## src/rtl/lpkv_pkg.sv

```systemverilog
// ----------------------------------------------------------------------------
// lpkv_pkg
// Shared types and constants of the linear-probe key/value table: request and
// status codes, slot marks, register map and the controller/datapath link.
// ----------------------------------------------------------------------------
package lpkv_pkg;

	// stream payload layout
	localparam int REQ_W     = 2;
	localparam int KEY_W     = 32;
	localparam int VAL_W     = 32;
	localparam int STAT_W    = 3;
	localparam int LIVE_W    = 9;
	localparam int IN_DATA_W = 72;
	localparam int OUT_DATA_W = 48;

	// register map, selected by paddr[2]
	localparam logic REG_MAX_FILL  = 1'b0;
	localparam logic REG_HASH_MULT = 1'b1;
	localparam logic [8:0]  MAX_FILL_RESET  = 9'd192;
	localparam logic [31:0] HASH_MULT_RESET = 32'd2654435761;

	// slot marks
	localparam logic [1:0] MARK_EMPTY = 2'd0;
	localparam logic [1:0] MARK_LIVE  = 2'd1;
	localparam logic [1:0] MARK_TOMB  = 2'd2;

	typedef enum logic [1:0] {
		REQ_ADD    = 2'd0,
		REQ_REMOVE = 2'd1,
		REQ_SET    = 2'd2,
		REQ_GET    = 2'd3
	} req_t;

	typedef enum logic [2:0] {
		STAT_OK        = 3'd0,
		STAT_NOT_FOUND = 3'd1,
		STAT_EXISTS    = 3'd2,
		STAT_FULL      = 3'd3,
		STAT_ABSENT    = 3'd4
	} status_t;

	// controller -> datapath
	typedef struct packed {
		logic    clear_step;
		logic    accept;
		logic    hash_a;
		logic    hash_b;
		logic    probe_next;
		logic    wr_live;
		logic    wr_tomb;
		logic    wr_value;
		logic    take_value;
		logic    set_status;
		status_t status;
		logic    out_load;
	} cmd_t;

	// datapath -> controller
	typedef struct packed {
		logic clear_last;
		logic key_zero;
		logic over_fill;
		logic live_zero;
		req_t req;
		logic mark_empty;
		logic key_match;
		logic probe_last;
		logic out_busy;
	} sts_t;

endpackage

```

## src/rtl/lpkv_regs.sv

```systemverilog
// ----------------------------------------------------------------------------
// lpkv_regs
// APB register block: fill limit and hash multiplier.
// ----------------------------------------------------------------------------
module lpkv_regs (
	input  logic        clk,
	input  logic        arst_n,
	input  logic        psel,
	input  logic        penable,
	input  logic        pwrite,
	input  logic [2:0]  paddr,
	input  logic [31:0] pwdata,
	output logic [31:0] prdata,
	output logic        pready,
	output logic [8:0]  max_fill,
	output logic [31:0] hash_mult
);

	logic [8:0]  max_fill_q;
	logic [31:0] hash_mult_q;
	logic        wr_en;

	assign pready = 1'b1;
	assign wr_en  = psel && penable && pwrite;

	always_ff @(posedge clk or negedge arst_n) begin
		if (!arst_n) begin
			max_fill_q  <= lpkv_pkg::MAX_FILL_RESET;
			hash_mult_q <= lpkv_pkg::HASH_MULT_RESET;
		end else if (wr_en) begin
			unique case (paddr[2])
				lpkv_pkg::REG_MAX_FILL:  max_fill_q  <= pwdata[8:0];
				lpkv_pkg::REG_HASH_MULT: hash_mult_q <= pwdata;
				default: ;
			endcase
		end
	end

	always_comb begin
		unique case (paddr[2])
			lpkv_pkg::REG_MAX_FILL:  prdata = {23'd0, max_fill_q};
			lpkv_pkg::REG_HASH_MULT: prdata = hash_mult_q;
			default:                 prdata = 32'd0;
		endcase
	end

	assign max_fill  = max_fill_q;
	assign hash_mult = hash_mult_q;

endmodule

```

## config.mk

```make
export PLATFORM = sky130hd
export DESIGN_NAME = lpkv_regs
export DESIGN_NICKNAME = d
export VERILOG_FILES = /design/src/rtl/lpkv_pkg.sv /design/src/rtl/lpkv_regs.sv
export SDC_FILE = /design/constraint.sdc
export NUM_CORES = 1
export LEC_CHECK = 0
export BUFFER_PORTS_ARGS = -buffer_cell sky130_fd_sc_hd__buf_2
export CELL_PAD_IN_SITES_DETAIL_PLACEMENT = 1
export CELL_PAD_IN_SITES_GLOBAL_PLACEMENT = 1
export CORE_MARGIN = 3
export CORE_UTILIZATION = 31
export CTS_BUF_LIST = sky130_fd_sc_hd__clkbuf_4 sky130_fd_sc_hd__clkbuf_8
export DETAILED_ROUTE_END_ITERATION = 10
export GPL_TIMING_DRIVEN = 0
export PLACE_DENSITY_LB_ADDON = 0.3
export REMOVE_ABC_BUFFERS = 1
export SLEW_MARGIN = 20
export SYNTH_ARGS = -nofsm -noshare
export SYNTH_HDL_FRONTEND = slang
export SYNTH_SLANG_ARGS = --single-unit
```

## constraint.sdc

```tcl
create_clock -name clk -period 1.2 [get_ports clk]
set_clock_uncertainty 0.15 [all_clocks]
set_input_delay 0.24 -clock clk [delete_from_list [all_inputs] [get_ports clk]]
set_output_delay 0.24 -clock clk [all_outputs]
set_load 0.02 [all_outputs]
```

Yosys cells after proc, flatten, opt, wreduce, memory -nomap -nowiden
Index checks and enable logic that the tools add are counted.
{"block": "word_totals", "ff_bits": 41, "inputBits": 40, "word_cells": 8}
{"block": "classes", "n_reduce_logical": 4, "muxes": 1, "n_bitwise": 1}
{"cell": "$pmux 32 s2", "n": 1}
{"cell": "$reduce_and 2->1", "n": 2}
{"cell": "$logic_and 1x1->1", "n": 2}
{"cell": "$not 1->1", "n": 1}

Logic depth before layout (Yosys ltp)
Gate-level depths: netlist of run 1.
{"block": "logic_depth", "word_depth": 3, "mapped_depth": 4, "ltp_nobuf": 2}

Worst setup path before layout of run 1
OpenSTA, ideal clock, no wires.
{"block": "synth_path", "kind": "input-to-output", "from": "input paddr[2]", "to": "output prdata[2]", "stages": 3, "required_ns": 0.810, "arrival_time_ns": 1.003, "path_slack_ns": -0.193, "path_cell_list": "buf_2 > buf_2 > mux2_2"}
{"block": "synth_between", "elab_chain_cells": 2}
{"element": "start, declared", "line_no": "lpkv_regs.sv:11", "source": "input logic [2:0] paddr,"}
{"element": "$not 1->1 (no source line)"}
{"element": "$pmux 32 s2 (*)", "line_no": "lpkv_regs.sv:40", "source": "unique case (paddr[2])"}
{"element": "end, declared", "line_no": "lpkv_regs.sv:13", "source": "output logic [31:0] prdata,"}
Every way passes the cells marked *; elsewhere a longest branch is shown, timed or not.

Worst setup path in the final report of run 1
{"block": "layout_path", "from": "register hash_mult_q[16] (netlist: hash_mult[16])", "to": "output prdata[16]"}
{"block": "layout_between", "elab_chain_cells": 1}
{"element": "start, declared", "line_no": "lpkv_regs.sv:20", "source": "logic [31:0] hash_mult_q;"}
{"element": "start signal, assigned", "line_no": "lpkv_regs.sv:29", "source": "hash_mult_q <= lpkv_pkg::HASH_MULT_RESET;"}
{"element": "start signal, assigned", "line_no": "lpkv_regs.sv:33", "source": "lpkv_pkg::REG_HASH_MULT: hash_mult_q <= pwdata;"}
{"element": "$pmux 32 s2", "line_no": "lpkv_regs.sv:40"}
No other way between the ends.

==> out/metrics.yaml, run 1 <==
global_route:
  grt_pass1_wl_mm: 9.177
  antenna_found_initial: 0
  vias_in_the_first_global_route: 1672
  pin_count_of_the_biggest_net_entering_global_routing: 42
  grt_remaining_overflow: 0
  track_usage_pct: 16.04
power_and_ir_drop:
  pwr_density_cell_nw_per_um2: 1736
  leakagePower_nw: 1.859
  p_seq_share_pct: 33.3
  switching_share_pct: 32.47
  intPower_mw: 4.260
  vdd.ir_drop.worst_uv: 802.9
  power.share.combinational_pct: 51.3
  power_frac_clock_pct: 15.4
  netSwitchingPower_mw: 2.048
die:
  die_height_um: 85.91
  dieWidth_um: 85.91
  io_pins: 114
  floorplan.die_area_um2: 7380
  coreArea_um2: 6061
  start_util_pct: 32.66
  row_count: 28
placed_design:
  buffer_ports.inserted: 110
  detailed_place_hpwl_mm: 3.403
  place_worst_setup_slack_ps: -1204
  gp_routability_congestion: 0.6747
logic_synthesis:
  mean_cell_area_of_the_mapped_netlist_um2: 15.84
  yosys.area.top_type_share_pct: 27.88
  post-synth-top-area-cell: "dfstp_2"
  synthesis.yosys.warnings: 0
  most_frequent_cells_after_synthesis: "30 x mux2_4, 23 x and2_1, 21 x dfstp_2, 20 x dfrtp_1, 20 x mux2_2"
  synth_enable_flop_cells: 0
  synthMostInstantiatedCell: "mux2_4"
  syn_area_um2: 1979
  synth_sequential_area_ratio_pct: 53.16
  synth_ff_type: "dfstp_2"
  synth.top_cells.by_area: "dfstp_2 28%, dfrtp_1 25%, mux2_4 23%"
  post_synth_num_cell_types: 12
  synthesis.instances: 125
  ys_async_sr_fraction_pct: 100.0
  synth.ff_latch_count: 41
sta:
  worstMarginPinSlew_ps: 905.6
  peak_clock_frequency_supported_by_timing_mhz: 657.7
  timing.slew.headroom_pct: 39.63
  unrepaired_setup_endpoints_after_global_routing: "true"
  timing.final.hold_violations: 20
  finalWorstSetupSlack_ps: -320.4
  slew_viol_final: 0
  finalHoldWorstSlack_ps: -68.04
  report.final.setup_viol: 74
  final_worst_path_cycle_share_pct: 126.7
  layout_min_cycle_time_ps: 1520
  totalNegativeSetupSlack_ps: -14530
status:
  violations_in_the_final_reports: "hold timing, setup timing"
  outcome: "finished with violations"
detailed_routing:
  wire_per_inst_um: 18.48
  antenna_left: 0
  drc: 0
  first_pass_iteration_count_of_the_detailed_router: 4
  detail_route.vias_per_cell: 4.568
  drt-total-wl_mm: 6.635
  vias: 1640
  drt_iter0_drc: 27
worst_setup_path:
  start_kind: "flop"
  arrival_ps: 1130
  timing_worst_setup_path_type: "reg2out"
  critical_path_peak_fanout: 3
  worst_ep_required_time_ps: 810
  startpoint: "hash_mult[16]"
  timing.reg2reg.setup_slack_ps: -30
  endpoint_kind: "primary output"
  critical_path.reg2reg.startpoint: "hash_mult[30]"
final_layout:
  antenna_cells_inserted: 0
  num-nets-final: 323
  area_growth_syn_to_layout_pct: 83.56
  final_layout_size_suffix_gt1_share_pct: 86.27
clocking:
  htreeDepth: 2
  tritoncts_clock_tree: "built"
  clk_path_buf_depth: 2
  tritoncts_num_sinks: 41
  cts_inserted_buffers: 5
  clk_transition_reported_paths_ps: 80
  clockRootBuffer: "clkbuf_8"
  clock_latency_ps: 280
flow_run:
  maxCapViolations: 0
hold_path:
  worst_hold_path_type: "in2async"
[layout make-up]
type                       count  area, um^2
multi-input combinational     77       924.6
clock buffer                   8       97.59
fill                         599        2427
timing repair buffer         158        1465
tap                           75       93.84
sequential                    41        1052
[stage by stage]
step / instances / util, % / hold WS, ps / instance area, um^2 / total power [mW]
detailed placement: 302 / 42.32 / 275.1 / 2565 / 3.915
CTS: 336 / 55.02 / -43.20 / 3334 / 5.818
global placement: 302 / 42.32 / 275.7 / 2565 / 3.870
global route: 359 / 59.95 / -5.772 / 3633 / 6.621
floorplan: 117 / - / -205.6 / 1921 / 3.232
finish: 359 / 59.95 / -68.04 / 3633 / 6.308
[path summary, 6_finish.rpt]
check / end / depth (start not counted)
worst max register to register: hash_mult[30] / 4
max in group asynchronous: max_fill[5] / 1
worst max-delay path: prdata[16] / 2
worst min-delay path: hash_mult[9] / 1
worst min register to register: max_fill[1] / 1
min in group clk: hash_mult[20] / 2
[cells in the final DEF (no fill, tap or decap)]
cell type	n
clkbuf_8	6
buf_12	1
and2_4	5
buf_6	95
dfstp_2	21
mux2_2	14
mux2_4	36
clkbuf_4	2
buf_4	26
nand4_4	2
conb_1	1
dfrtp_1	20
buf_2	36
and2_1	18
nand4b_4	1
[worst max-delay path: stages (launching register included)]
cell     delay, ps
dfstp_2        570
and2_1         160
buf_6          120
[power by group through the flow]
stage               Clock (mW)  Combinational (mW)  Sequential (mW)
finish                   0.970                3.24             2.10
global route              1.07                3.41             2.14
CTS                       1.00                2.76             2.06
detailed placement           0                1.86             2.05
global placement             0                1.83             2.04
floorplan                    0               0.818             2.41
[flip-flops by register name, indices dropped and copies added, names as in the netlist]
name	count
max_fill	9
hash_mult	32
[cell families after synthesis]
family / synth area share, %
multiplexers: 34.13
flip-flops: 53.16
other: 0.1895
AND/OR/NAND/NOR: 9.545
buffers and inverters: 2.971
[routing by layer]
metal  routed length, um  vias to the layer above  GRT usage (%)
met5                   0                        -              0
met4                   4                        0          2.590
met3                 471                        2          4.995
met2                3305                       80          27.40
met1                2854                      814          20.23
li1                    -                      744              -
[repair_timing]
item                                    in CTS  in global routing
gates cloned                                 1                  0
resized for setup                          145                 39
endpoints found under the setup margin     114                 73
pin swaps                                    2                  0
buffers inserted                            25                 26
endpoints found under the hold margin       20                 20
Note: power is estimated with default switching activity, not from simulation.
==> inputs of run 2 (changes only) <==
--- a/config.mk
+++ b/config.mk
@@ -5,7 +5,7 @@
 export SDC_FILE = /design/constraint.sdc
 export NUM_CORES = 1
 export LEC_CHECK = 0
-export BUFFER_PORTS_ARGS = -buffer_cell sky130_fd_sc_hd__buf_2
+export BUFFER_PORTS_ARGS = -buffer_cell sky130_fd_sc_hd__clkbuf_2
 export CELL_PAD_IN_SITES_DETAIL_PLACEMENT = 1
 export CELL_PAD_IN_SITES_GLOBAL_PLACEMENT = 1
 export CORE_MARGIN = 3
==> run 2 against run 1 <==
The flow still finishes with violations (hold timing, setup timing). Wire length rose by 15%. Non-clock buffer count up 15. Worst hold slack improved by 10 ps. Sequential cell count unchanged. Sequential share of layout area down 2.9 points. First-iteration DRC count up 130%. Highest routed layer unchanged.
==> out/metrics.yaml, run 2 (synthesized netlist as in run 1, its figures left out) <==
detailed_routing:
  drt_iter0_drc: 61  # was 27
  wire_per_inst_um: 20.44  # was 18.48 um
  drc: 0  # unchanged
  antenna_left: 0  # unchanged
  drt-total-wl_mm: 7.646  # was 6.635 mm
  first_pass_iteration_count_of_the_detailed_router: 4  # unchanged
  detail_route.vias_per_cell: 4.618  # was 4.568
  vias: 1727  # was 1640
worst_setup_path:
  start_kind: "flop"  # unchanged
  timing.critical_path.cells: "and2_4 > buf_8"  # was and2_1 > buf_6
  worst_ep_required_time_ps: 810  # about the same
  peak_per_stage_delay_on_the_critical_path_ps: 600  # was 570 ps
  critical_path_peak_fanout: 3  # unchanged
  critPathTopFamily: "flip-flops"  # unchanged
  endpoint_kind: "primary output"  # unchanged
  timing_worst_setup_path_type: "reg2out"  # unchanged
  arrival_ps: 1150  # was 1130 ps
  cell_with_the_largest_stage_delay_on_the_worst_path: "dfstp_2"  # unchanged
  worst-path-buf-inv: 1  # unchanged
sta:
  peak_clock_frequency_supported_by_timing_mhz: 647.3  # was 657.7 MHz
  report.final.setup_viol: 76  # was 74
  worstMarginPinSlew_ps: 932.4  # was 905.6 ps
  timing.slew.headroom_pct: 37.84  # was 39.63%
  timing.final.hold_violations: 20  # unchanged
  unrepaired_setup_endpoints_after_global_routing: "true"  # unchanged
  final_worst_path_cycle_share_pct: 128.7  # was 126.7%
  layout_min_cycle_time_ps: 1545  # was 1520 ps
  finalWorstSetupSlack_ps: -344.9  # was -320.4 ps
  finalHoldWorstSlack_ps: -57.79  # was -68.04 ps
  slew_viol_final: 0  # unchanged
power_and_ir_drop:
  vdd.ir_drop.worst_uv: 876.3  # was 802.9 uV
  p_total_mw: 7.034  # was 6.308 mW
  leakagePower_nw: 2.048  # was 1.859 nW
  pwr_density_cell_nw_per_um2: 1745  # was 1736 nW/um^2
global_route:
  globalRouteMet1Util_pct: 22.55  # was 20.23%
  grt_busiest_layer: "met2"  # unchanged
  track_usage_pct: 18.00  # was 16.04%
  grt_pass1_wl_mm: 10.34  # was 9.177 mm
  vias_in_the_first_global_route: 1844  # was 1672
  grt_remaining_overflow: 0  # unchanged
  global_route.usage.met2_pct: 31.53  # was 27.40%
  pin_count_of_the_biggest_net_entering_global_routing: 42  # unchanged
  antenna_found_initial: 0  # unchanged
  grt_use_met3_pct: 4.995  # unchanged
clocking:
  tritoncts_num_sinks: 41  # unchanged
  clk_transition_reported_paths_ps: 90  # was 80 ps
  clk_path_buf_depth: 2  # unchanged
  htreeDepth: 2  # unchanged
  clock_latency_ps: 280  # about the same
  cts_inserted_buffers: 5  # unchanged
  cts_hold_buffers: 0
  tritoncts_clock_tree: "built"  # unchanged
  clockRootBuffer: "clkbuf_8"  # unchanged
status:
  outcome: "finished with violations"  # unchanged
  violations_in_the_final_reports: "hold timing, setup timing"  # unchanged
die:
  coreArea_um2: 6061  # unchanged
  io_pins: 114  # unchanged
  start_util_pct: 32.66  # unchanged
  dieWidth_um: 85.91  # unchanged
  floorplan.die_area_um2: 7380  # unchanged
  die_height_um: 85.91  # unchanged
  row_count: 28  # unchanged
final_layout:
  postLayoutCoreUtil_pct: 66.49  # was 59.95%
  largest_register_ff_count: 32  # unchanged
  regArea_um2: 1052  # unchanged
  area_growth_syn_to_layout_pct: 103.6  # was 83.56%
  final_layout_size_suffix_gt1_share_pct: 89.97  # was 86.27%
  antenna_cells_inserted: 0  # unchanged
  post-route-cell-area_um2: 4030  # was 3633 um^2
  final_cell_mix: "56 x buf_8, 42 x buf_6, 37 x mux2_4, 37 x clkbuf_2, 29 x buf_4"  # was 95 x buf_6, 36 x mux2_4, 36 x buf_2, 26 x buf_4, 21 x dfstp_2
  num-nets-final: 338  # was 323
  multi_input_comb_area_um2: 950.9  # was 924.6 um^2
  mostFrequentLayoutCell: "buf_8"  # was buf_6
  fill_cells: 566  # was 599
placed_design:
  detailed_place_hpwl_mm: 3.383  # was 3.403 mm
  placedInstanceArea_um2: 2565  # unchanged
  buffer_ports.inserted: 110  # unchanged
  gp_routability_congestion: 0.7018  # was 0.6747
flow_run:
  maxCapViolations: 0  # unchanged
hold_path:
  worst_hold_path_type: "in2async"  # unchanged
run 2: area by class of cell:
class / count / share of cell area [%]
timing repair buffer: 173 / 45.45
sequential: 41 / 26.11
tap: 75 / 2.328
clock buffer: 7 / 2.391
multi-input combinational: 77 / 23.60
clock inverter: 1 / 0.1242
run 2: timing repair:
item / 4_1_cts / 5_1_grt
hold endpoints to repair: 0 / 15
resized for setup: 170 / 101
gates cloned: 1 / 0
pin swaps: 2 / 0
endpoints found under the setup margin: 114 / 73
buffers inserted: 42 / 29
run 2: worst paths after layout:
kind	startpoint	endpoint	slack [ps]	depth (start not counted)
worst max-delay path	hash_mult[21]	prdata[21]	-340	2
worst min-delay path	arst_n	hash_mult[15]	-60	1
worst max register to register	hash_mult[29]	hash_mult[29]	-80	4
worst min register to register	max_fill[4]	max_fill[4]	400	1
max in group asynchronous	arst_n	max_fill[0]	380	1
min in group clk	pwdata[17]	hash_mult[17]	40	2
run 2: per-stage QoR:
stage	setup TNS, ps	cells	setup WS (ps)
after floorplan	-9305	117	-311.3
after global placement	-57150	302	-1255
after detailed placement	-59630	302	-1293
after CTS	-15910	353	-328.6
after global routing	-18730	374	-358.8
final	-16060	374	-344.9
run 2: power breakdown:
part           switching [mW]  internal (mW)
Combinational            1.47           2.44
Sequential              0.312           1.81
Clock                   0.486          0.521
Total                    2.27           4.77
run 2: per-layer routing:
metal | part of all wire (%) | vias up
met5 | 0 | -
met4 | 0.37 | 0
met3 | 7.0 | 5
met2 | 51 | 82
met1 | 42 | 869
li1 | - | 771
