**src/rtl/lpkv_pkg.sv**
```systemverilog
// ----------------------------------------------------------------------------
// lpkv_pkg
// Shared types and constants of the linear-probe key/value table: request and
// status codes, slot marks, register map and the controller/datapath link.
// ----------------------------------------------------------------------------
package lpkv_pkg;

	// stream payload layout
	localparam int REQ_W     = 2;
	localparam int KEY_W     = 32;
	localparam int VAL_W     = 32;
	localparam int STAT_W    = 3;
	localparam int LIVE_W    = 9;
	localparam int IN_DATA_W = 72;
	localparam int OUT_DATA_W = 48;

	// register map, selected by paddr[2]
	localparam logic REG_MAX_FILL  = 1'b0;
	localparam logic REG_HASH_MULT = 1'b1;
	localparam logic [8:0]  MAX_FILL_RESET  = 9'd192;
	localparam logic [31:0] HASH_MULT_RESET = 32'd2654435761;

	// slot marks
	localparam logic [1:0] MARK_EMPTY = 2'd0;
	localparam logic [1:0] MARK_LIVE  = 2'd1;
	localparam logic [1:0] MARK_TOMB  = 2'd2;

	typedef enum logic [1:0] {
		REQ_ADD    = 2'd0,
		REQ_REMOVE = 2'd1,
		REQ_SET    = 2'd2,
		REQ_GET    = 2'd3
	} req_t;

	typedef enum logic [2:0] {
		STAT_OK        = 3'd0,
		STAT_NOT_FOUND = 3'd1,
		STAT_EXISTS    = 3'd2,
		STAT_FULL      = 3'd3,
		STAT_ABSENT    = 3'd4
	} status_t;

	// controller -> datapath
	typedef struct packed {
		logic    clear_step;
		logic    accept;
		logic    hash_a;
		logic    hash_b;
		logic    probe_next;
		logic    wr_live;
		logic    wr_tomb;
		logic    wr_value;
		logic    take_value;
		logic    set_status;
		status_t status;
		logic    out_load;
	} cmd_t;

	// datapath -> controller
	typedef struct packed {
		logic clear_last;
		logic key_zero;
		logic over_fill;
		logic live_zero;
		req_t req;
		logic mark_empty;
		logic key_match;
		logic probe_last;
		logic out_busy;
	} sts_t;

endpackage

```
**src/rtl/lpkv_ctrl.sv**
```systemverilog
// ----------------------------------------------------------------------------
// lpkv_ctrl
// Request sequencer: clearing pass, hash, slot-by-slot probe, result hand-off.
// ----------------------------------------------------------------------------
module lpkv_ctrl (
	input  logic              clk,
	input  logic              arst_n,
	input  logic              in_valid,
	output logic              in_ready,
	input  lpkv_pkg::sts_t    sts,
	output lpkv_pkg::cmd_t    cmd
);

	typedef enum logic [2:0] {
		S_INIT,
		S_IDLE,
		S_HASH_A,
		S_HASH_B,
		S_READ,
		S_PROBE,
		S_DONE
	} state_t;

	state_t state_q;
	state_t state_d;

	assign in_ready = (state_q == S_IDLE);

	always_comb begin
		cmd     = '0;
		state_d = state_q;
		unique case (state_q)
			S_INIT: begin
				cmd.clear_step = 1'b1;
				if (sts.clear_last) state_d = S_IDLE;
			end
			S_IDLE: begin
				if (in_valid) begin
					cmd.accept = 1'b1;
					state_d    = S_HASH_A;
				end
			end
			S_HASH_A: begin
				cmd.hash_a = 1'b1;
				// settle requests that need no probe
				priority if (sts.key_zero) begin
					cmd.set_status = 1'b1;
					cmd.status     = lpkv_pkg::STAT_ABSENT;
					state_d        = S_DONE;
				end else if (sts.req == lpkv_pkg::REQ_ADD && sts.over_fill) begin
					cmd.set_status = 1'b1;
					cmd.status     = lpkv_pkg::STAT_FULL;
					state_d        = S_DONE;
				end else if (sts.req != lpkv_pkg::REQ_ADD && sts.live_zero) begin
					cmd.set_status = 1'b1;
					cmd.status     = lpkv_pkg::STAT_NOT_FOUND;
					state_d        = S_DONE;
				end else begin
					state_d = S_HASH_B;
				end
			end
			S_HASH_B: begin
				cmd.hash_b = 1'b1;
				state_d    = S_READ;
			end
			S_READ: begin
				state_d = S_PROBE;
			end
			S_PROBE: begin
				cmd.set_status = 1'b1;
				cmd.status     = lpkv_pkg::STAT_OK;
				state_d        = S_DONE;
				priority if (sts.mark_empty) begin
					if (sts.req == lpkv_pkg::REQ_ADD) cmd.wr_live = 1'b1;
					else cmd.status = lpkv_pkg::STAT_NOT_FOUND;
				end else if (sts.key_match) begin
					unique case (sts.req)
						lpkv_pkg::REQ_ADD:    cmd.status     = lpkv_pkg::STAT_EXISTS;
						lpkv_pkg::REQ_REMOVE: cmd.wr_tomb    = 1'b1;
						lpkv_pkg::REQ_SET:    cmd.wr_value   = 1'b1;
						lpkv_pkg::REQ_GET:    cmd.take_value = 1'b1;
						default: ;
					endcase
				end else if (sts.probe_last) begin
					if (sts.req == lpkv_pkg::REQ_ADD) cmd.status = lpkv_pkg::STAT_FULL;
					else cmd.status = lpkv_pkg::STAT_NOT_FOUND;
				end else begin
					// advance to the next slot, keep probing
					cmd.set_status = 1'b0;
					cmd.probe_next = 1'b1;
					state_d        = S_PROBE;
				end
			end
			S_DONE: begin
				if (!sts.out_busy) begin
					cmd.out_load = 1'b1;
					state_d      = S_IDLE;
				end
			end
			default: state_d = S_INIT;
		endcase
	end

	always_ff @(posedge clk or negedge arst_n) begin
		if (!arst_n) begin
			state_q <= S_INIT;
		end else begin
			state_q <= state_d;
		end
	end

endmodule

```
**config.mk**
```make
export PLATFORM = sky130hd
export DESIGN_NAME = lpkv_ctrl
export DESIGN_NICKNAME = d
export VERILOG_FILES = /design/src/rtl/lpkv_pkg.sv /design/src/rtl/lpkv_ctrl.sv
export SDC_FILE = /design/constraint.sdc
export NUM_CORES = 1
export LEC_CHECK = 0
export BUFFER_PORTS_ARGS = -buffer_cell sky130_fd_sc_hd__buf_2
export CAP_MARGIN = 20
export CORE_AREA = 2 2 39 41
export CTS_CLUSTER_DIAMETER = 120
export DETAILED_ROUTE_END_ITERATION = 10
export DIE_AREA = 0 0 41 43
export GPL_ROUTABILITY_DRIVEN = 0
export SLEW_MARGIN = 20
export SYNTH_ARGS = -nofsm -noshare
export SYNTH_HDL_FRONTEND = slang
export SYNTH_SLANG_ARGS = --single-unit
```
**constraint.sdc**
```tcl
create_clock -name clk -period 2.81 [get_ports clk]
set_input_delay 0.562 -clock clk [delete_from_list [all_inputs] [get_ports clk]]
set_output_delay 0.562 -clock clk [all_outputs]
set_load 0.05 [all_outputs]
```
# ---- After elaboration in Yosys (flattened, before gate mapping)
# Index checks and enable logic that the tools add are counted.
dict set report word_totals {
  reg_bits 3
  out_inout_bits 15
  elab_cells 59
}
dict set report classes {
  eq_ne 12
  muxes 40
  n_reduce_logical 6
}
# cell n
set ops {}
lappend ops {{$mux W3} 10}
lappend ops {{$pmux W3 S7} 1}
lappend ops {{$mux W1} 18}
lappend ops {{$mux W4} 4}
lappend ops {{$mux W2} 5}
lappend ops {{$eq A3 B3 Y1 const B} 3}
lappend ops {{$pmux W4 S2} 1}
lappend ops {{$eq A3 B2 Y1 const B} 2}
lappend ops {{$ne A2 B2 Y1 const B} 3}
lappend ops {{$mux W5} 1}
lappend ops {{$eq A2 B2 Y1 const B} 2}
lappend ops {{$eq A3 B1 Y1 const B} 1}
lappend ops {{$logic_not A3 Y1} 1}
lappend ops {{$reduce_and A3 Y1} 1}
lappend ops {{$eq A2 B1 Y1 const B} 1}
lappend ops {{$logic_and A1 B1 Y1} 2}
lappend ops {{$logic_not A2 Y1} 1}
lappend ops {{$reduce_bool A2 Y1} 1}

# ---- Longest topological paths before layout
# Gate-level depths: netlist (run 1).
dict set report depth {
  depth_word 6
  depth_mapped 5
  depth_no_buf 4
}

# ---- Least setup slack after synthesis (run 1)
# No wires, ideal clock.
dict set report synth_path {
  path_kind {reg-to-output}
  from {reg state_q[1]}
  to {out cmd[9] in the netlist's numbering}
  arrival_time_ns 2.178
  required_ns 2.248
  setup_slack_ns 0.070
  path_stages_with_launch 4
  n_path_buf 1
  cell_sequence {dfrtp_1 -> buf_2 -> nand3b_1 -> nor4_1}
}
# item line
set synth_lines {}
lappend synth_lines {{start, declared} lpkv_ctrl.sv:24} ;# state_t state_q;
lappend synth_lines {{start signal, assigned} lpkv_ctrl.sv:108} ;# state_q <= state_d;
lappend synth_lines {{end, declared} lpkv_ctrl.sv:11} ;# output lpkv_pkg::cmd_t cmd

==> parameters.txt, run 1 <==
Parameter                              Value

Status
  Run status ... finished, final reports clean

Critical path
  Worst EP arrival ... 1.76 ns
  CP max FO ... 10
  Reg-to-Reg Start ... state_q[2]
  Crit. End Element ... output port
  Critical setup path kind ... flip-flop to output port
  WP data required ... 2.25 ns
  Worst setup path endpoint ... cmd[1]
  Reg2reg path depth ... 4
  End of the worst register-to-register path ... state_q[0]
  Type of element launching the critical path ... flip-flop
  Internal reg-to-reg setup slack ... ~1.3 ns
  Setup crit start ... state_q[0]

Yosys
  List of most frequent post-synthesis cells ... nor2_1 (8), nor2b_1 (4), o21ai_0 (4)
  Cell count after synthesis ... 56
  Cell taking the most area after synthesis ... dfrtp_1
  Number of warnings issued by yosys ... 0
  Yosys reg bits ... 3
  Distinct cell type count of the synthesized netlist ... 24
  Syn avg cell area ... 6.79 um2
  Fraction of registers with async set or reset after synthesis ... between 90% and 100%
  Sequential share of the synthesized area ... 19.7%
  Count leader, synth ... nor2_1
  Syn Std Cell Area ... between 300 and 400 um2
  Fraction of post-synthesis cell area in the top cell type by area ... 19.7%
  Top area cells in the synthesized netlist ... dfrtp_1 (20%), nor2_1 (7.9%), nor2b_1 (6.6%), o21ai_0 (5.3%), and2_1 (4.9%)
  Mapped Nets ... 69
  Commonest register cell after synthesis ... dfrtp_1
  Number of flops mapped to enable cells by yosys ... 0

Clock network
  Hold_buf cts ... 0
  Clock tree from TritonCTS ... built
  Clock transition time at the flip-flop clock pins of the worst setup and hold paths ... 0.04 ns
  Post-CTS setup buffers ... 0
  Resized Gates After CTS ... 0
  H-tree depth ... 1
  Cell at the root of the clock tree ... clkbuf_4
  Inserted Clock Buffers ... 3
  Sink count of the clock tree ... 3
  Number of buffers on the longest clock path ... 2
  Clock latency of the later-clocked register in the worst-skew pair ... 0.24 ns

Floorplan
  Initial core utilization ... 27.5%
  Horizontal die dimension ... approximately 41 um
  Standard-cell row count ... 14
  Number of placed I/O pins ... 28
  Chip Height ... 43 um
  Die area ... 1760 um2
  CORE AREA ... 1380 um2

Drt
  Vias/cell ... 4.91
  WL/cell ... 9.84 um
  Final Routed Wirelength ... 984 um
  Count of nets left with antenna violations after detail routing ... 0
  Drc violations ... 0
  Count of routing violations after the opening detailed-route iteration ... 1
  First-pass DRT Iterations ... 2
  Vias after detailed routing ... 491

Global route
  GR Overflow Total ... 0
  Met3 Resource Use GR ... 1.57%
  Maximum number of pins on one net before global-route repair ... 16
  GRT Util Overall ... between 10% and 20%
  Number of antenna violations at the first check in global routing ... 0
  Busiest layer in global routing ... met2
  Met2 GRT Util ... 18.1%
  Via count of the first global-routing pass ... approximately 380
  Met1 usage ... approximately an eighth
  Global-route wire length before repair ... 1380 um

Final layout
  Largest registers ... state_q: 3 flops
  Antenna cells ... 0
  Number of fill cells ... 169
  Synthesis-to-finish area growth ... 43.7%
  Total Nets Final ... 98
  Layout cell share with drive strength beyond 1 ... 36.9%
  Number of flip-flops in the largest register ... 3
  Largest reg by FF count ... state_q

Timing
  Endpoints failing setup ... 0
  Worst slew margin ... between 70% and 80%
  Period utilization ... 82.7%
  Max frequency ... 430 MHz
  Unrepaired setup endpoints after global routing ... false
  Clock Skew ... between 0.004 and 0.005 ns
  TNS Setup ... 0 ns
  Number of hold violations in the final report ... 0
  Max Slew Vio Count ... 0
  Min Tclk post-route ... 2.33 ns
  Slew of the pin with the lowest slew margin ... 0.381 ns

Pwr
  Power per Cell Area ... 1020 nW/um2
  Leakage power total ... ~0.28 nW
  Overall power consumption ... 0.000556 W
  Worst vdd ir ... 0.000391 V

Placed design
  Buffers added on ports ... 27
  DP HPWL ... 778 um

Hold path
  Hold/Removal Path Class ... input pin to asynchronous set/reset pin

Flow run
  Maximum capacitance violations ... 0
-- layer usage --
layer,share of wire (%),vias up
met5,0,-
met3,11,2
met2,44,23
met4,2.5,0
li1,-,259
met1,42,207
-- layout by cell type, fill, tap and decap left out, drive strengths merged --
cell type | synthesis | layout
nand2b | 3 | 3
o32ai | 2 | 2
o211ai | 1 | 1
nand3 | 3 | 3
dfrtp | 3 | 3
nor4 | 1 | 1
nor3 | 3 | 3
nand3b | 1 | 1
o31a | 1 | 1
o22ai | 3 | 3
a21boi | 1 | 1
nor2b | 4 | 4
mux2i | 1 | 1
o31ai | 1 | 1
or2 | 1 | 1
mux2 | 1 | 1
buf | 3 | 27
nor2 | 8 | 8
inv | 3 | 3
clkbuf | 0 | 4
o21ai | 4 | 4
or4b | 1 | 1
a21oi | 2 | 2
and2 | 3 | 3
nand2 | 2 | 2
-- worst min-delay path by stage --
stage,start,endpoint,depth (start not counted)
final,arst_n,state_q[1],1
after global routing,arst_n,state_q[1],1
after CTS,arst_n,state_q[1],1
after detailed placement,arst_n,state_q[2],1
after global placement,arst_n,state_q[2],1
after floorplan,arst_n,state_q[0],0
-- logic make-up (layout without fill, tap and decap cells) --
family,after synthesis,count (layout),share of synthesized area [%]
muxes,2,2,5.59
and+or+nand+nor,30,30,42.1
DFF,3,3,19.7
AOI/OAI and AO/OA,15,15,25.7
buffers and inverters,6,34,6.91
-- cell type report --
| type | count | area [um2] | area share, % |
|---|---|---|---|
| multi-input cells | 47 | 279 | 51.0 |
| clock buffers | 4 | 26.3 | 4.81 |
| well taps | 16 | 20.0 | 3.66 |
| inverters | 3 | 11.3 | 2.06 |
| flip-flops and latches | 3 | 75.1 | 13.7 |
| repair buffers | 27 | 135 | 24.7 |
-- worst max-delay path, cell delays in order, from the launching register on --
cell	delay [ns]
dfrtp_1	0.46
nand2b_1	0.23
or2_1	0.26
o32ai_1	0.26
buf_2	0.31
-- stage by stage --
step                      area (um2)  util, %  instances  hold WS (ns)  setup WS (ns)
after floorplan                  380        -         56         0.266         0.0698
after global placement           520     37.6         96         0.360          0.580
after detailed placement         520     37.6         96         0.360          0.524
after CTS                        547     39.5        100        0.0955          0.443
after global routing             547     39.5        100         0.104          0.329
final                            547     39.5        100         0.105          0.485
-- power by group --
part | internal (W) | switching [W] | leakage (nW)
Sequential | 0.0000653 | 0.0000552 | 0.0358
Clock | 0.0000534 | 0.0000258 | 0.0150
Combinational | 0.000112 | 0.000244 | 0.228
Note: power is estimated with default switching activity, not from simulation.
==> inputs of run 2 (changes only) <==
==> constraint.sdc (replaced) <==
create_clock -name clk -period 1.95 [get_ports clk]
set_input_delay 0.39 -clock clk [delete_from_list [all_inputs] [get_ports clk]]
set_output_delay 0.39 -clock clk [all_outputs]
set_load 0.05 [all_outputs]
==> run 2 against run 1 <==
Via count up 8.6%. Core utilization is 10 points higher. Design area grew 25%. Flip-flop and latch count stayed put. Total power up 69%. First-iteration DRC count grew to 12 times the previous value. Sequential power about the same. Register-to-register slack worse by 0.81 ns. Clock power increased by 37%. Critical path type unchanged. Critical endpoint is now cmd[12]. Largest cell class unchanged.
==> parameters.txt, run 2 (synthesis results as in run 1) <==
Parameter                              Value

Global route
  GR Overflow Total ... 0 (unchanged)
  Via count of the first global-routing pass ... 450 (was 384)
  Maximum number of pins on one net before global-route repair ... 13 (was 16)
  Global-route wire length before repair ... 1740 um (was 1380 um)
  Number of antenna violations at the first check in global routing ... 0 (unchanged)
  GRT Util Overall ... 13.7% (was 11.7%)

Final layout
  Number of flip-flops in the largest register ... 3 (unchanged)
  Antenna cells ... 0 (unchanged)
  Layout cell share with drive strength beyond 1 ... 57.0% (was 36.9%)
  Most frequent cells in the layout ... buf_2 (22), buf_4 (9), clkbuf_4 (6) (was buf_2 (27), nor2_1 (8), nor2b_1 (4), o21ai_0 (4))
  Leading cell type in the layout, fill and taps excluded ... buf_2 (unchanged)
  Total Nets Final ... 107 (was 98)
  Final non-filler cell area ... 686 um2 (was 547 um2)
  Number of cells in the finished layout apart from fillers ... 109 (was 100)
  Largest registers ... state_q: 3 flops (unchanged)
  Synthesis-to-finish area growth ... 80.3% (was 43.7%)
  Largest reg by FF count ... state_q (unchanged)
  Fraction of the core area covered by cells at the end of the flow ... 49.5% (was 39.5%)

Timing
  Max frequency ... 538 MHz
  Endpoints failing setup ... 0 (unchanged)
  Slew of the pin with the lowest slew margin ... 0.245 ns (was 0.381 ns)
  Unrepaired setup endpoints after global routing ... false (unchanged)
  Worst slew margin ... 83.7% (was 74.6%)
  Clock Skew ... 0.00288 ns (was 0.00415 ns)
  Number of hold violations in the final report ... 0 (unchanged)
  Max Slew Vio Count ... 0 (unchanged)
  Min Tclk post-route ... 1.86 ns
  Period utilization ... 95.3%

Pwr
  Overall power consumption ... 0.000938 W (was 0.000556 W)
  Net Switching ... 0.000508 W (was 0.000325 W)
  Clock power share ... 11.7% (was 14.3%)
  Internal portion of total power ... 0.000430 W (was 0.000231 W)
  Fraction of power consumed by sequential logic ... 13.1% (was 21.7%)
  Worst vdd ir ... 0.000566 V (was 0.000391 V)
  Power per Cell Area ... 1370 nW/um2 (was 1020 nW/um2)
  Logic pwr share ... 75.2% (was 64.1%)
  Switching part of the total ... 54.1% (was 58.5%)
  Leakage power total ... 0.334 nW (was 0.279 nW)

Floorplan
  Initial core utilization ... 27.5% (unchanged)
  Chip Height ... 43 um (unchanged)
  Die area ... 1760 um2 (unchanged)
  CORE AREA ... 1380 um2 (unchanged)
  Standard-cell row count ... 14 (unchanged)
  Number of placed I/O pins ... 28 (unchanged)
  Horizontal die dimension ... 41 um (unchanged)

Critical path
  Reg2reg path depth ... 5 (was 4)
  Type of element launching the critical path ... flip-flop (unchanged)
  Crit. End Element ... output port (unchanged)
  Critical setup path kind ... flip-flop to output port (unchanged)
  Reg-to-Reg Start ... state_q[2] (unchanged)
  End of the worst register-to-register path ... state_q[0] (unchanged)
  Internal reg-to-reg setup slack ... 0.48 ns (was 1.29 ns)
  Worst EP arrival ... 1.47 ns (was 1.76 ns)
  CP max FO ... 8 (was 10)
  WP data required ... 1.56 ns (was 2.25 ns)

Clock network
  Clock latency of the later-clocked register in the worst-skew pair ... 0.23 ns (was 0.24 ns)
  Number of buffers on the longest clock path ... 2 (unchanged)
  Clock transition time at the flip-flop clock pins of the worst setup and hold paths ... 0.03 ns (was 0.04 ns)
  H-tree depth ... 1 (unchanged)
  Inserted Clock Buffers ... 3 (unchanged)
  Sink count of the clock tree ... 3 (unchanged)
  Clock tree from TritonCTS ... built (unchanged)
  Cell at the root of the clock tree ... clkbuf_4 (unchanged)

Placed design
  Buffers added on ports ... 27 (unchanged)
  Number of cells in the design after placement ... 103 (was 96)
  Post-place instance area ... 604 um2 (was 520 um2)
  DP HPWL ... 882 um (was 778 um)

Drt
  WL/cell ... 9.98 um (was 9.84 um)
  Vias after detailed routing ... 533 (was 491)
  Drc violations ... 0 (unchanged)
  Vias/cell ... 4.89 (was 4.91)
  Count of routing violations after the opening detailed-route iteration ... 12 (was 1)
  Final Routed Wirelength ... 1090 um (was 984 um)
  Count of nets left with antenna violations after detail routing ... 0 (unchanged)
  First-pass DRT Iterations ... 3 (was 2)

Hold path
  End point of the worst hold path ... state_q[0]
  Hold/Removal Path Class ... input pin to flip-flop (was input pin to asynchronous set/reset pin)
  Hold Startpoint ... in_valid
  Cell count of the worst hold path ... 2

Status
  Run status ... finished, final reports clean (unchanged)

Flow run
  Maximum capacitance violations ... 0 (unchanged)
==> run 2: cell types whose count changed in the layout (fill, tap and decap cells not counted), sizes merged <==
cell and delta:
dlygate4sd3 +1, clkbuf +3, buf +5
==> run 2: area by class of cell <==
class	count	area (um2)
Clock buffer	4	26.3
Tap cell	16	20.0
Timing Repair Buffer	36	221
Fill cell	151	698
Multi-Input combinational cell	47	332
Inverter	3	11.3
Sequential cell	3	75.1
==> run 2: power by group through the flow <==
stage / clock network (W) / logic [W] / registers (W)
final: 0.000109 / 0.000706 / 0.000123
after detailed placement: 0 / 0.000668 / 0.000117
after global placement: 0 / 0.000668 / 0.000118
after floorplan: 0 / 0.000509 / 0.000108
after CTS: 0.000114 / 0.000680 / 0.000117
after global routing: 0.000123 / 0.000754 / 0.000127
==> run 2: stage by stage <==
stage | TNS, ns | hold WS [ns] | setup slack (ns)
2_1_floorplan | -0.585 | 0.0944 | -0.126
3_3_place_gp | 0 | 0.187 | 0.0502
3_5_place_dp | 0 | 0.189 | 0.0253
4_1_cts | 0 | 0.386 | 0.0108
5_1_grt | 0 | 0.387 | 0.0207
6_report | 0 | 0.393 | 0.0921
==> run 2: what timing repair did <==
item | CTS | global route
gates resized for setup | 2 | 11
setup endpoints to repair | 1 | 7
cloned | 0 | 0
endpoints found under the hold margin | 3 | 0
pin swaps | 1 | 0
setup buffers | 0 | 1
hold buffers | 1 | 0
==> run 2: metal layers <==
| metal | routed length (um) | share of wire [%] | global-route usage, % |
|---|---|---|---|
| met2 | 553 | 51 | 20.9 |
| met4 | 19 | 1.7 | 6.00 |
| met3 | 20 | 1.8 | 1.57 |
| met1 | 495 | 45 | 18.5 |
| met5 | 0 | 0 | 0 |
==> run 2: critical path: stages, from the launching register on <==
cell and delay (ns):
dfrtp_1 0.41, buf_4 0.18, nand2b_1 0.18, nor2_2 0.11, and2_2 0.14, clkbuf_4 0.21
==> run 2: how the worst max path moves through the flow <==
stage,startpoint,endpoint,slack [ns],depth (start not counted)
final,state_q[1],cmd[12],0.09,5
after floorplan,state_q[0],cmd[1],-0.13,4
after global placement,sts[5],cmd[4],0.05,6
after detailed placement,sts[5],cmd[4],0.03,6
after global routing,sts[5],cmd[4],0.02,6
after CTS,state_q[0],cmd[2],0.01,6
==> inputs of run 3 (changes only) <==
--- a/config.mk
+++ b/config.mk
@@ -12,6 +12,7 @@
 export DETAILED_ROUTE_END_ITERATION = 10
 export DIE_AREA = 0 0 41 43
 export GPL_ROUTABILITY_DRIVEN = 0
+export RECOVER_POWER = 25
 export SLEW_MARGIN = 20
 export SYNTH_ARGS = -nofsm -noshare
 export SYNTH_HDL_FRONTEND = slang
==> run 3 against run 2 <==
Die area unchanged. Worst hold slack better by 0.0014 ns. Total power up 0.17%. Critical path type unchanged. Sequential power about the same.
==> parameters.txt, run 3 (synthesis results as in run 1) <==
Parameter                              Value

Status
  Run status ... finished, final reports clean (unchanged)

Clock network
  Sink count of the clock tree ... 3 (unchanged)
  Inserted Clock Buffers ... 3 (unchanged)
  Clock latency of the later-clocked register in the worst-skew pair ... 0.23 ns (about the same)
  Clock tree from TritonCTS ... built (unchanged)
  Clock transition time at the flip-flop clock pins of the worst setup and hold paths ... 0.03 ns (about the same)
  Cell at the root of the clock tree ... clkbuf_4 (unchanged)
  H-tree depth ... 1 (unchanged)
  Number of buffers on the longest clock path ... 2 (unchanged)

Hold path
  Cell count of the worst hold path ... 2 (unchanged)
  Hold/Removal Path Class ... input pin to flip-flop (unchanged)

Final layout
  Most frequent cells in the layout ... buf_2 (21), buf_4 (9), clkbuf_4 (6) (was buf_2 (22), buf_4 (9), clkbuf_4 (6))
  Largest registers ... state_q: 3 flops (unchanged)
  Total Nets Final ... 107 (unchanged)
  Fraction of the core area covered by cells at the end of the flow ... 49.5% (about the same)
  Area taken by multi-input logic gates ... 332 um2 (unchanged)
  Number of fill cells ... 152 (was 151)
  Leading cell type in the layout, fill and taps excluded ... buf_2 (unchanged)
  Number of cells in the finished layout apart from fillers ... 109 (unchanged)
  Antenna cells ... 0 (unchanged)
  Largest reg by FF count ... state_q (unchanged)
  Layout cell share with drive strength beyond 1 ... 55.9% (was 57.0%)
  Number of flip-flops in the largest register ... 3 (unchanged)
  Register cell area after layout ... 75.1 um2 (unchanged)
  Synthesis-to-finish area growth ... 79.9% (was 80.3%)

Critical path
  Reg-to-Reg Start ... state_q[2] (unchanged)
  Setup crit start ... state_q[1] (unchanged)
  WP data required ... 1.56 ns (about the same)
  Worst EP arrival ... 1.47 ns (about the same)
  Crit. End Element ... output port (unchanged)
  Critical setup path kind ... flip-flop to output port (unchanged)
  Worst setup path endpoint ... cmd[12] (unchanged)
  Reg2reg path depth ... 5 (unchanged)
  End of the worst register-to-register path ... state_q[0] (unchanged)
  Type of element launching the critical path ... flip-flop (unchanged)
  Internal reg-to-reg setup slack ... 0.46 ns (was 0.48 ns)
  CP max FO ... 8 (unchanged)

Global route
  GRT Util Overall ... 13.7% (unchanged)
  Maximum number of pins on one net before global-route repair ... 13 (unchanged)
  Number of antenna violations at the first check in global routing ... 0 (unchanged)
  Global-route wire length before repair ... 1740 um (unchanged)
  Via count of the first global-routing pass ... 450 (unchanged)
  GR Overflow Total ... 0 (unchanged)

Pwr
  Logic pwr share ... 75.2% (about the same)
  Leakage power total ... 0.332 nW (was 0.334 nW)
  Overall power consumption ... 0.000940 W (was 0.000938 W)
  Switching part of the total ... 54.2% (was 54.1%)
  Worst vdd ir ... 0.000566 V (about the same)
  Fraction of power consumed by sequential logic ... 13.1% (about the same)
  Clock power share ... 11.6% (was 11.7%)
  Internal portion of total power ... 0.000430 W (about the same)
  Power per Cell Area ... 1370 nW/um2 (about the same)
  Net Switching ... 0.000510 W (was 0.000508 W)

Drt
  Count of nets left with antenna violations after detail routing ... 0 (unchanged)
  Vias/cell ... 4.95 (was 4.89)
  First-pass DRT Iterations ... 4 (was 3)
  WL/cell ... 10.1 um (was 9.98 um)
  Final Routed Wirelength ... 1100 um (was 1090 um)
  Drc violations ... 0 (unchanged)
  Vias after detailed routing ... 540 (was 533)
  Count of routing violations after the opening detailed-route iteration ... 12 (unchanged)

Flow run
  Maximum capacitance violations ... 0 (unchanged)

Floorplan
  Standard-cell row count ... 14 (unchanged)
  CORE AREA ... 1380 um2 (unchanged)
  Die area ... 1760 um2 (unchanged)
  Initial core utilization ... 27.5% (unchanged)
  Horizontal die dimension ... 41 um (unchanged)
  Chip Height ... 43 um (unchanged)
  Number of placed I/O pins ... 28 (unchanged)

Timing
  Max Slew Vio Count ... 0 (unchanged)
  Worst slew margin ... 82.4% (was 83.7%)
  Endpoints failing setup ... 0 (unchanged)
  Hold WS ... 0.395 ns (was 0.393 ns)
  Number of hold violations in the final report ... 0 (unchanged)
  Period utilization ... 95.2% (was 95.3%)
  Max frequency ... 539 MHz (was 538 MHz)
  Clock Skew ... 0.00290 ns (was 0.00288 ns)
  Slew of the pin with the lowest slew margin ... 0.262 ns (was 0.245 ns)
  Min Tclk post-route ... 1.86 ns (about the same)
  Unrepaired setup endpoints after global routing ... false (unchanged)

Placed design
  Number of cells in the design after placement ... 103 (unchanged)
  Buffers added on ports ... 27 (unchanged)
  DP HPWL ... 882 um (unchanged)
## run 3: changes by cell type in the layout (fill, tap and decap cells not counted)
cell	before	now
clkbuf_1	1	2
buf_2	22	21
## run 3: stage by stage
step                      worst slack, ns  setup TNS (ns)  area (um2)
after floorplan                    -0.126          -0.585         412
after global placement             0.0502               0         604
after detailed placement           0.0253               0         604
after CTS                          0.0108               0         647
after global routing               0.0207               0         684
final                              0.0932               0         684
## run 3: power groups by stage
stage               Sequential [W]  Combinational (W)  Clock (W)
finish                    0.000123           0.000707   0.000109
global route              0.000127           0.000754   0.000123
CTS                       0.000117           0.000680   0.000114
detailed placement        0.000117           0.000668          0
global placement          0.000118           0.000668          0
floorplan                 0.000108           0.000509          0
## run 3: timing repair
action,4_1_cts,5_1_grt
hold endpoints to repair,3,0
gates resized for setup,2,11
setup endpoints to repair,1,7
setup buffers,0,1
pin swaps,1,0
hold buffers,1,0
## run 3: per-layer routing
layer | global-route usage [%] | share of wire, % | vias up
li1 | - | - | 278
met1 | 18.5 | 45 | 247
met2 | 20.9 | 50 | 13
met3 | 1.57 | 2.6 | 2
met4 | 6.00 | 1.7 | 0
met5 | 0 | 0 | -
## run 3: worst min-delay path by stage
stage                         from          to
after floorplan             arst_n  state_q[0]
after global placement      arst_n  state_q[0]
final                     in_valid  state_q[0]
after CTS                 in_valid  state_q[0]
after global routing      in_valid  state_q[0]
after detailed placement    arst_n  state_q[0]
## run 3: final cells by class
type / count / share of cell area [%]
flip-flops and latches: 3 / 11.0
inverters: 3 / 1.65
repair buffers: 36 / 32.2
clock buffers: 4 / 3.84
multi-input cells: 47 / 48.4
well taps: 16 / 2.93
## run 3: worst max-delay path, cell delays in order (launching register included)
cell and delay (ns):
dfrtp_1 0.41, buf_4 0.18, nand2b_1 0.18, nor2_2 0.11, and2_2 0.14, clkbuf_4 0.21
